[src/sv/ckset_pkg.sv]
// Shared types, codes and a bit-search helper for the crit-bit key set.
package ckset_pkg;

  typedef enum logic [2:0] {
    S_IDLE,
    S_DISP,
    S_WALK,
    S_LEAF,
    S_SCAN,
    S_WALK2,
    S_SPLICE,
    S_LINK
  } state_t;

  localparam logic [1:0] REQ_INSERT = 2'd0;
  localparam logic [1:0] REQ_FIND   = 2'd1;
  localparam logic [1:0] REQ_REMOVE = 2'd2;

  localparam logic [1:0] STAT_OK        = 2'd0;
  localparam logic [1:0] STAT_NOT_FOUND = 2'd1;
  localparam logic [1:0] STAT_DUP       = 2'd2;
  localparam logic [1:0] STAT_FULL      = 2'd3;

  localparam logic [1:0] TAG_EMPTY = 2'd0;
  localparam logic [1:0] TAG_LEAF  = 2'd1;
  localparam logic [1:0] TAG_NODE  = 2'd2;

  // position of the highest set bit of a byte
  function automatic logic [2:0] msb8(input logic [7:0] v);
    logic [2:0] r;
    r = 3'd0;
    for (int i = 0; i < 8; i++) begin
      if (v[i]) r = 3'(i);
    end
    return r;
  endfunction

endpackage

[src/sv/ckset_msb.sv]
// Highest-set-bit search over a key difference, one byte per cycle.
module ckset_msb #(
  parameter int KEY_WIDTH = 64
) (
  input  logic                         clk,
  input  logic                         rst,
  input  logic                         start,
  input  logic [KEY_WIDTH-1:0]         x,
  output logic                         found,
  output logic [$clog2(KEY_WIDTH)-1:0] msb
);
  localparam int NCH = (KEY_WIDTH + 7) / 8;
  localparam int CHW = (NCH > 1) ? $clog2(NCH) : 1;
  localparam int BW  = $clog2(KEY_WIDTH);

  logic [NCH*8-1:0] xr;
  logic [CHW-1:0]   cnt;
  logic             run;
  logic [7:0]       chunk;
  logic [CHW+2:0]   pos;

  assign chunk = xr[{cnt, 3'b000} +: 8];
  assign found = run && (chunk != 8'd0);
  assign pos   = {cnt, ckset_pkg::msb8(chunk)};
  assign msb   = pos[BW-1:0];

  always_ff @(posedge clk) begin
    if (rst) begin
      run <= 1'b0;
    end else if (start) begin
      run <= 1'b1;
    end else if (found) begin
      run <= 1'b0;
    end
  end

  always_ff @(posedge clk) begin
    if (start) begin
      xr  <= (NCH*8)'(x);
      cnt <= CHW'(NCH - 1);
    end else if (run && !found) begin
      cnt <= cnt - CHW'(1);
    end
  end

endmodule

[config.mk]
export PLATFORM = sky130hd
export DESIGN_NAME = ckset_msb
export DESIGN_NICKNAME = d
export VERILOG_FILES = /design/src/sv/ckset_pkg.sv /design/src/sv/ckset_msb.sv
export SDC_FILE = /design/constraint.sdc
export NUM_CORES = 1
export LEC_CHECK = 0
export BUFFER_PORTS_ARGS = -buffer_cell sky130_fd_sc_hd__buf_4
export CAP_MARGIN = 0
export CELL_PAD_IN_SITES_DETAIL_PLACEMENT = 1
export CELL_PAD_IN_SITES_GLOBAL_PLACEMENT = 1
export CORE_AREA = 2 2 91 93
export CTS_CLUSTER_DIAMETER = 30
export DETAILED_ROUTE_END_ITERATION = 16
export DIE_AREA = 0 0 93 95
export PLACE_DENSITY = 0.68
export SLEW_MARGIN = 20
export SYNTH_ARGS = -nofsm -noshare
export SYNTH_HDL_FRONTEND = slang
export SYNTH_SLANG_ARGS = --single-unit
[constraint.sdc]
create_clock -name clk -period 6.1 [get_ports clk]
set_clock_uncertainty 0.15 [all_clocks]
set_input_delay 0.915 -clock clk [delete_from_list [all_inputs] [get_ports clk]]
set_output_delay 0.915 -clock clk [all_outputs]
set_load 0.01 [all_outputs]
# Word-level counts from Yosys, hierarchy flattened
# Cells that the tools add are included.
word_totals:
  regBits: 68
  in_bits: 67
  out_inout_bits: 7
  elab_cells: 19
op_classes:
  addsub: 1
  n_shift: 1
  mux: 9
  n_reduce_logical: 5
ops:
  columns: ["operator", "n"]
  rows:
  - ["indexed part select 64 x 7 -> 8 bit", 1]
  - ["two-way mux 3 bit", 6]
  - ["nonzero test 8 bit", 1]
  - ["two-way mux 1 bit", 3]
  - ["subtractor 3 x 1 -> 3 bit, second input constant", 1]
  - ["logical AND 1 bit", 2]
  - ["nonzero test 2 bit", 1]
  - ["logical NOT 1 bit", 1]

# Logic depth before layout (Yosys ltp)
# Gate-level depths: netlist of the first run.
depth:
  ltp_word: 8
  mapped_depth: 7
  mapped_depth_nobuf: 5

# Worst setup path after synthesis of the first run
# OpenSTA, ideal clock, no wires.
synth_timing:
  path_type: "reg2out"
  from: "register cnt[1]"
  to: "output msb[0]"
  arrival_time_ps: 1945
  t_required_ps: 5035
  setup_slack_ps: 3090
  path_stages_with_launch: 8
  n_path_buf: 2
  path_cell_list: "dfxtp_1 clkbuf_1 buf_1 mux4_2 mux2i_1 o21ai_0 a21boi_0 o21ai_0"
synth_between:
  elab_chain_len: 8
synth_lines:
  columns: ["element", "line_no", "rtl"]
  rows:
  - ["from (decl)", "ckset_msb.sv:17", "logic [CHW-1:0] cnt;"]
  - ["from (signal assigned)", "ckset_msb.sv:40", "cnt <= CHW'(NCH - 1);"]
  - ["from (signal assigned)", "ckset_msb.sv:42", "cnt <= cnt - CHW'(1);"]
  - ["indexed part select 64 x 7 -> 8 bit (*)", "ckset_msb.sv:22", "assign chunk = xr[{cnt, 3'b000} +: 8];"]
  - ["two-way mux 1 bit", "ckset_pkg.sv:33", "if (v[i]) r = 3'(i);"]
  - ["two-way mux 3 bit (5 in a row)", "ckset_pkg.sv:33", null]
  - ["two-way mux 3 bit (*)", "ckset_pkg.sv:33", null]
  - ["to (decl)", "ckset_msb.sv:10", "output logic [$clog2(KEY_WIDTH)-1:0] msb"]
# Mark *: on every way between the ends. The rest lies on a longest branch, timed or not.

# Worst setup path in the final report of the first run
layout_timing:
  from: "register cnt[0]"
  to: "output msb[0]"
# Same word-level chain as after synthesis.

==> results of run 1 <==
## cell type report
class / instances / area, um^2 / share of cell area
Clock inverter: 6 / 48.8 / 0.0138
Timing Repair Buffer: 73 / 548 / 0.155
Tap cell: 105 / 131 / 0.0372
Inverter: 3 / 11.3 / 0.00319
Clock buffer: 10 / 128 / 0.0362
Sequential cell: 68 / 2000 / 0.568
Multi-Input combinational cell: 48 / 658 / 0.187
## kinds of logic after synthesis
kind of cell,Yosys count,synth area share
DFF,68,0.740
buffers and inverters,8,0.0167
and+or+nand+nor,14,0.0333
muxes,27,0.189
AOI/OAI and AO/OA,6,0.0162
adders and majority gates,1,0.00462
## where the power goes
| group | internal [mW] | switching (mW) |
|---|---|---|
| Combinational | 0.0464 | 0.0262 |
| Sequential | 0.549 | 0.00954 |
| Clock | 0.150 | 0.172 |
## flip-flops by register name, summed over array words and instances (netlist names)
name / count
xr: 64
cnt: 3
run: 1
## metal layers
layer  up-vias  wire length, um  share of wire
met3         3              345          0.068
met1       729             1930           0.38
met2        46             2760           0.54
li1        677                -              -
met5         -                0              0
met4         0               29         0.0057
## through the flow
stage                     instance area [um^2]   util
final                                     3530  0.445
after global routing                      3530  0.445
after CTS                                 3530  0.445
after detailed placement                  3350  0.423
after global placement                    3350  0.423
after floorplan                           2710      -
## cell usage after synthesis (all sizes together)
library cell	instances	area share
edfxtp	64	0.71
mux4	16	0.14
mux2i	9	0.038
nor2	5	0.0069
dfxtp	4	0.030
buf	3	0.0097
inv	3	0.0042
clkbuf	2	0.0028
mux2	2	0.0083
nand2	2	0.0028
o21ai	2	0.0037
a21boi	1	0.0028
and2b	1	0.0028
ha	1	0.0046
nand4	1	0.0046
nand4b	1	0.0055
nor2b	1	0.0023
nor3	1	0.0037
nor4	1	0.0023
o211ai	1	0.0028
o21ba	1	0.0037
o31a	1	0.0032
or3	1	0.0023
## how the worst min path moves through the flow
stage,startpoint,endpoint,slack [ns],depth (start not counted)
CTS,run,cnt[2],0.46,3
detailed placement,run,cnt[2],0.44,3
global placement,run,cnt[2],0.44,3
finish,run,cnt[2],0.46,3
floorplan,run,cnt[2],0.41,3
global route,run,cnt[2],0.51,3
## tightest hold or removal path: cells and delay by family, from the launching register on
| family | cells | cell delay, ns |
|---|---|---|
| flip-flops | 1 | 0.31 |
| AND/OR/NAND/NOR | 2 | 0.15 |
| AO/OA/AOI/OAI | 1 | 0.11 |
==> qor.txt, run 1 <==
outcome: complete, no violations
met3 track demand over resource: 0.0535
Max VDD drop: 0.129 mV
Vias/cell: 4.65
DP Cell Count: 297
Tightest Pin Transition: 0.825 ns
Vias: 1455
Core Area: 7930 um^2
Worst-Skew Late Latency: 0.34 ns
met2 usage: 0.232
Port Buffer Count: 73
Layout area overhead: 30.4%
most common cell after layout, fill and taps aside: buf_4
# rows: 33
Worst R2R Setup Slack: 3.33 ns
fin. max-slew vios: 0
register area share after synthesis: 0.740
Max FO, Critical Path: 19
setup ws final: 2.46 ns
crit path to: msb[0]
register bit count reported by yosys: 68
filler cell count: 792
R2R depth: 5
max-cap violations: 0
Worst Path Buf+Inv: 1
CTS tree: built
Place WS: 2.36 ns
min cycle time layout: 3.64 ns
max incr delay on CP: 0.71 ns
met1 Usage GRT: 0.135
final setup vio count: 0
number of global-route vias before repair: 1637
DR iter-0 viols: 61
Avg Synthesized Cell Area: 21.8 um^2
Critical Path Most Common Cell: o21ai_0
post-CTS setup buffer count: 0
critical path type: register to output pin
synth warn: 0
crit end category: output pin
CTS buffer count: 9
Critical Path Start: cnt[0]
first drt pass iteration count: 5
initial antenna violation count: 0
crit path DAT: 2.57 ns
instance count of the mapped netlist: 124
Syn Nets: 192
f_max: 275 MHz
global placer's final weighted congestion: 0.688
Leak: 1.40 nW
Final Hold Vio Count: 0
die area: 8840 um^2
final hold slack: 0.456 ns
slew margin rel.: 0.449
Tcrit/Tclk final: 0.597
drt total wl: 5070 um
CP Cell Sequence: mux4_1 -> mux2_2 -> o21ai_0 -> a21boi_0 -> o21ai_0 -> buf_4
Power Density: 270 nW/um^2
first-pass GRT wire length: 8110 um
ant diodes: 0
Die Wd: 93 um
share of layout cells above drive strength 1: 0.505
RSZ-0062 raised after global routing: no
critical path's top delay family: multiplexers
CTS resizes: 0
drt drc: 0
reg-to-reg endpoint: cnt[2]
Synth Cell Area: 2710 um^2
clk root buf: clkbuf_8
Hold Buf Count CTS: 0
# H-tree levels: 3
instance count on the critical path: 6
routed wire length per instance: 16.2 um
Cell variety after synth: 26
Final TNS setup: 0 ns
GRT busiest layer: met2
RR Startpoint: cnt[0]
Final nets: 271
slowest stage cell, crit path: dfxtp_2
die height: 95 um
Power Total: 953 uW
commonest non-fill, non-tap cells in the layout: buf_4, edfxtp_1, mux4_2, clkbuf_8, mux2i_1
pin count of the biggest net entering global routing: 71
Worst-path clk slew: 0.07 ns
# IOs: 74
Non-Filler Instances: 313
initial core utilization: 0.341
CP Launch Type: register
Sink Count: 68
hold crit path type: register to register
Critical Path RT: 5.03 ns
clock buffer depth: 2
grt total ovfl: 0
Routed Antenna Nets: 0
GRT Overall Usage: 0.127
No activity file was read; power rests on OpenSTA's default activity.
==> run 2: changes to the inputs <==
- PLACE_DENSITY: 0.68 -> 0.7
- clock period: 6.1 -> 3.1 ns (I/O delays scaled with it)
==> qor.txt, run 2 (synthesis gave the netlist of run 1 again) <==
Non-Filler Instances: 316 (+0.96%)
crit end category: output pin
largest registers: xr: 64 flops, cnt: 3 flops, run: 1 flops
clk root buf: clkbuf_8
Power Total: 1.93 mW (+100%)
drt drc: 0 (unchanged)
CTS buffer count: 9 (unchanged)
f_max: 336 MHz
grt total ovfl: 0 (unchanged)
post-CTS setup buffer count: 0 (unchanged)
R2R depth: 6 (+1)
pin count of the biggest net entering global routing: 71 (unchanged)
most common cell after layout, fill and taps aside: buf_4
Post-DP Area: 3380 um^2 (+0.90%)
commonest non-fill, non-tap cells in the layout: buf_4, edfxtp_1, mux4_2, clkbuf_8, mux4_1
utilization after layout: 0.452 (+0.00663)
Worst-Skew Late Latency: 0.33 ns (about the same)
drt total wl: 5360 um (+5.7%)
DP Cell Count: 301 (+1.3%)
Core Area: 7930 um^2 (unchanged)
Place WS: 0.319 ns (-2.05 ns)
Cells on Worst Hold Path: 1 (-2)
filler cell count: 774 (-2.3%)
outcome: complete, no violations
# H-tree levels: 3 (unchanged)
final setup vio count: 0 (unchanged)
GRT Overall Usage: 0.133 (+0.00596)
initial core utilization: 0.341 (unchanged)
Worst R2R Setup Slack: 0.50 ns (-2.83 ns)
die height: 95 um (unchanged)
Sink Count: 68 (unchanged)
critical path type: register to output pin
CTS tree: built
DR iter-0 viols: 80 (+31%)
first-pass GRT wire length: 8630 um (+6.4%)
# rows: 33 (unchanged)
Leak: 1.41 nW (+0.79%)
Vias/cell: 4.56 (-1.9%)
final hold slack: 0.156 ns (-0.300 ns)
Tcrit/Tclk final: 0.961
Tightest Pin Transition: 0.857 ns (+0.0325 ns)
Final Hold Vio Count: 0 (unchanged)
DP HPWL: 4020 um
Vias: 1441 (-0.96%)
Reg with most FFs: xr
slew margin rel.: 0.428 (-0.0209)
hold crit path type: input pin to register
ant diodes: 0 (unchanged)
Critical Path RT: 2.48 ns (-2.55 ns)
share of layout cells above drive strength 1: 0.526 (+0.0213)
routed wire length per instance: 17.0 um (+4.7%)
Layout area overhead: 32.4%
number of global-route vias before repair: 1622 (-0.92%)
crit path DAT: 2.37 ns (-0.20 ns)
Max VDD drop: 0.251 mV (+95%)
die area: 8840 um^2 (unchanged)
max reg flops: 64 (unchanged)
# IOs: 74 (unchanged)
initial antenna violation count: 0 (unchanged)
global placer's final weighted congestion: 0.736 (+7.0%)
Port Buffer Count: 73 (unchanged)
Final TNS setup: 0 ns (unchanged)
Power Density: 538 nW/um^2 (+99%)
fin. max-slew vios: 0 (unchanged)
max-cap violations: 0 (unchanged)
min cycle time layout: 2.98 ns
clock buffer depth: 2 (unchanged)
Routed Antenna Nets: 0 (unchanged)
Max FO, Critical Path: 8 (-11)
post-route cell area: 3580 um^2 (+1.5%)
setup ws final: 0.120 ns (-2.34 ns)
first drt pass iteration count: 4 (-1)
Die Wd: 93 um (unchanged)
Worst-path clk slew: 0.07 ns (about the same)
CP Launch Type: register
Final nets: 275 (+1.5%)
==> run 2: cell count changes in the layout (fill, tap and decap cells not counted) <==
| cell | previous run | this run |
|---|---|---|
| clkinv_2 | 0 | 1 |
| clkinvlp_4 | 3 | 1 |
| clkbuf_1 | 1 | 2 |
| clkinv_4 | 2 | 1 |
| buf_4 | 73 | 76 |
| mux2i_2 | 0 | 3 |
| mux2i_1 | 8 | 5 |
| inv_6 | 1 | 0 |
| dfxtp_2 | 1 | 2 |
| buf_6 | 0 | 1 |
| bufinv_16 | 0 | 1 |
| dfxtp_1 | 3 | 2 |
==> run 2: critical path: stages, from the launching register on <==
cell     delay [ns]
dfxtp_2        0.43
buf_4          0.21
mux4_1         0.59
mux2i_2        0.24
nand4_2        0.22
nor2_1         0.15
nor2_1         0.05
buf_4          0.14
==> run 2: repair_timing <==
| item | CTS | global route |
|---|---|---|
| hold buffers | 0 | 0 |
| setup endpoints to repair | 2 | 2 |
| resized for setup | 1 | 5 |
==> run 2: area by class of cell <==
class,instances,area (um^2),area share
flip-flops and latches,68,2000,0.560
well taps,105,131,0.0367
multi-input cells,48,669,0.187
inverters,3,11.3,0.00314
clock buffers,11,131,0.0367
clock inverters,4,51.3,0.0143
repair buffers,77,582,0.162
==> run 2: metal layers <==
metal / part of all wire / up-vias / GRT usage
met3: 0.064 / 3 / 0.0503
met2: 0.53 / 45 / 0.237
met1: 0.40 / 712 / 0.153
li1: - / 681 / -
met5: 0 / - / 0
met4: 0.0054 / 0 / 0.0294
==> run 2: final timing paths <==
check / start / end
worst max-delay path: cnt[0] / found
worst min-delay path: x[56] / xr[56]
worst max register to register: cnt[0] / cnt[2]
worst min register to register: run / cnt[2]
==> run 2: where the power goes <==
group / switching, mW / leakage, nW / total, mW / internal, mW
sequential: 0.0202 / 0.658 / 1.10 / 1.08
clock: 0.312 / 0.0894 / 0.679 / 0.368
combinational: 0.0522 / 0.665 / 0.145 / 0.0925
==> run 3: changes to the inputs <==
- CORE_AREA: 2 2 91 93 -> 2 2 84 102
- DIE_AREA: 0 0 93 95 -> 0 0 86 104
- PLACE_DENSITY: 0.7 -> 0.67
- clock period: 3.1 -> 2.78 ns (I/O delays scaled with it)
==> qor.txt, run 3 (synthesis gave the netlist of run 1 again) <==
clock buffer depth: 2 (unchanged)
Core Area: 7970 um^2 (+0.57%)
Die Wd: 86 um (-7.5%)
outcome: complete, no violations
Non-Filler Instances: 318 (+0.63%)
Layout area overhead: 37.0%
Max FO, Critical Path: 5 (-3)
min cycle time layout: 2.71 ns
filler cell count: 772 (-0.26%)
Final Hold Vio Count: 0 (unchanged)
Leak: 1.45 nW (+2.5%)
first drt pass iteration count: 4 (unchanged)
post-route cell area: 3710 um^2 (+3.5%)
fin. max-slew vios: 0 (unchanged)
Final nets: 286 (+4.0%)
DR iter-0 viols: 107 (+34%)
number of global-route vias before repair: 1648 (+1.6%)
DP Cell Count: 294 (-2.3%)
CTS buffer count: 9 (unchanged)
f_max: 370 MHz
critical path's top delay family: multiplexers
Sink Count: 68 (unchanged)
final hold slack: 0.0992 ns (-0.0571 ns)
largest registers: xr: 64 flops, cnt: 3 flops, run: 1 flops
DP HPWL: 3920 um (-2.6%)
commonest non-fill, non-tap cells in the layout: buf_4, edfxtp_1, mux4_2
hold path start: x[1]
pin count of the biggest net entering global routing: 71 (unchanged)
Max VDD drop: 0.323 mV (+29%)
die area: 8940 um^2 (+1.2%)
drt drc: 0 (unchanged)
initial antenna violation count: 0 (unchanged)
crit path DAT: 2.14 ns (-0.23 ns)
crit end category: output pin
RSZ-0062 raised after global routing: yes
CP Cell Sequence: buf_4 -> mux4_1 -> mux2i_2 -> nand4_4 -> nor2_1 -> nor2_1 -> buf_4
routed wire length per instance: 17.2 um (+1.4%)
Hold Buf Count CTS: 0 (unchanged)
most common cell after layout, fill and taps aside: buf_4
CTS tree: built
area of the multi-input gates: 718 um^2 (+7.3%)
# IOs: 74 (unchanged)
Worst-Skew Late Latency: 0.34 ns (about the same)
RR Startpoint: cnt[0]
Vias: 1505 (+4.4%)
Worst-path clk slew: 0.07 ns (about the same)
max reg flops: 64 (unchanged)
share of layout cells above drive strength 1: 0.583 (+0.0569)
GRT Overall Usage: 0.133 (-0.000204)
register area: 2010 um^2 (about the same)
drt total wl: 5460 um (+2.0%)
# rows: 36 (+9.1%)
max incr delay on CP: 0.55 ns (-0.04 ns)
Power Density: 570 nW/um^2 (+5.9%)
Worst Path Buf+Inv: 2 (unchanged)
grt total ovfl: 0 (unchanged)
first-pass GRT wire length: 8570 um (-0.72%)
Port Buffer Count: 73 (unchanged)
slew margin rel.: 0.426 (-0.00276)
global placer's final weighted congestion: 0.681 (-7.5%)
Post-DP Area: 3390 um^2 (+0.30%)
Critical Path RT: 2.21 ns (-0.27 ns)
critical path type: register to output pin
utilization after layout: 0.465 (+0.0131)
clk root buf: clkbuf_8
Critical Path Start: cnt[0]
Tcrit/Tclk final: 0.973
slowest stage cell, crit path: mux4_1
Reg with most FFs: xr
Vias/cell: 4.73 (+3.8%)
Routed Antenna Nets: 0 (unchanged)
CP Launch Type: register
hold crit path type: input pin to register
final setup vio count: 0 (unchanged)
Tightest Pin Transition: 0.861 ns (+0.00413 ns)
max-cap violations: 0 (unchanged)
ant diodes: 0 (unchanged)
# H-tree levels: 3 (unchanged)
initial core utilization: 0.339 (-0.00193)
die height: 104 um (+9.5%)
-- run 3: cell count changes in the layout (fill, tap and decap cells not counted), moves of 2 or more --
cell	previous run	this run
mux4_2	9	14
mux2i_4	1	5
mux2i_1	5	3
dfxtp_2	2	0
buf_4	76	85
mux4_1	7	2
o21ai_0	2	0
mux2i_2	3	1
-- run 3: worst paths after layout --
kind	endpoint	slack, ns	depth (start not counted)
min reg2reg	cnt[2]	0.47	3
max reg2reg	cnt[2]	0.17	8
max	found	0.07	7
min	xr[1]	0.1	1
-- run 3: metrics by stage --
stage               total power [mW]  setup slack [ns]  TNS [ns]
detailed placement              1.41             0.128         0
floorplan                       1.29             0.176         0
global route                    2.20           -0.0433   -0.0947
finish                          2.11            0.0743         0
global placement                1.41             0.160         0
CTS                             2.13          0.000822         0
-- run 3: layer usage --
metal	GRT usage	vias to the layer above	wire length [um]	share of wire
met2	0.217	43	2860	0.52
li1	-	702	-	-
met4	0.0646	0	119	0.022
met1	0.161	753	2260	0.41
met3	0.0349	7	225	0.041
met5	0	-	0	0
-- run 3: area by class of cell --
| type | count | area share |
|---|---|---|
| Tap cell | 95 | 0.0321 |
| Clock inverter | 4 | 0.00709 |
| Sequential cell | 68 | 0.541 |
| Clock buffer | 12 | 0.0392 |
| Multi-Input combinational cell | 48 | 0.194 |
| Inverter | 3 | 0.00304 |
| Timing Repair Buffer | 88 | 0.184 |
-- run 3: repair_timing --
| action | 4_1_cts | 5_1_grt |
|---|---|---|
| buffers inserted | 3 | 5 |
| pin swaps | 1 | 4 |
| gates resized for setup | 19 | 9 |
| setup endpoints to repair | 4 | 3 |
-- run 3: report_power, final --
part / total [mW] / switching (mW) / leakage (nW) / internal [mW]
sequential: 1.23 / 0.0232 / 0.659 / 1.20
combinational: 0.182 / 0.0672 / 0.703 / 0.115
clock: 0.700 / 0.354 / 0.0863 / 0.347
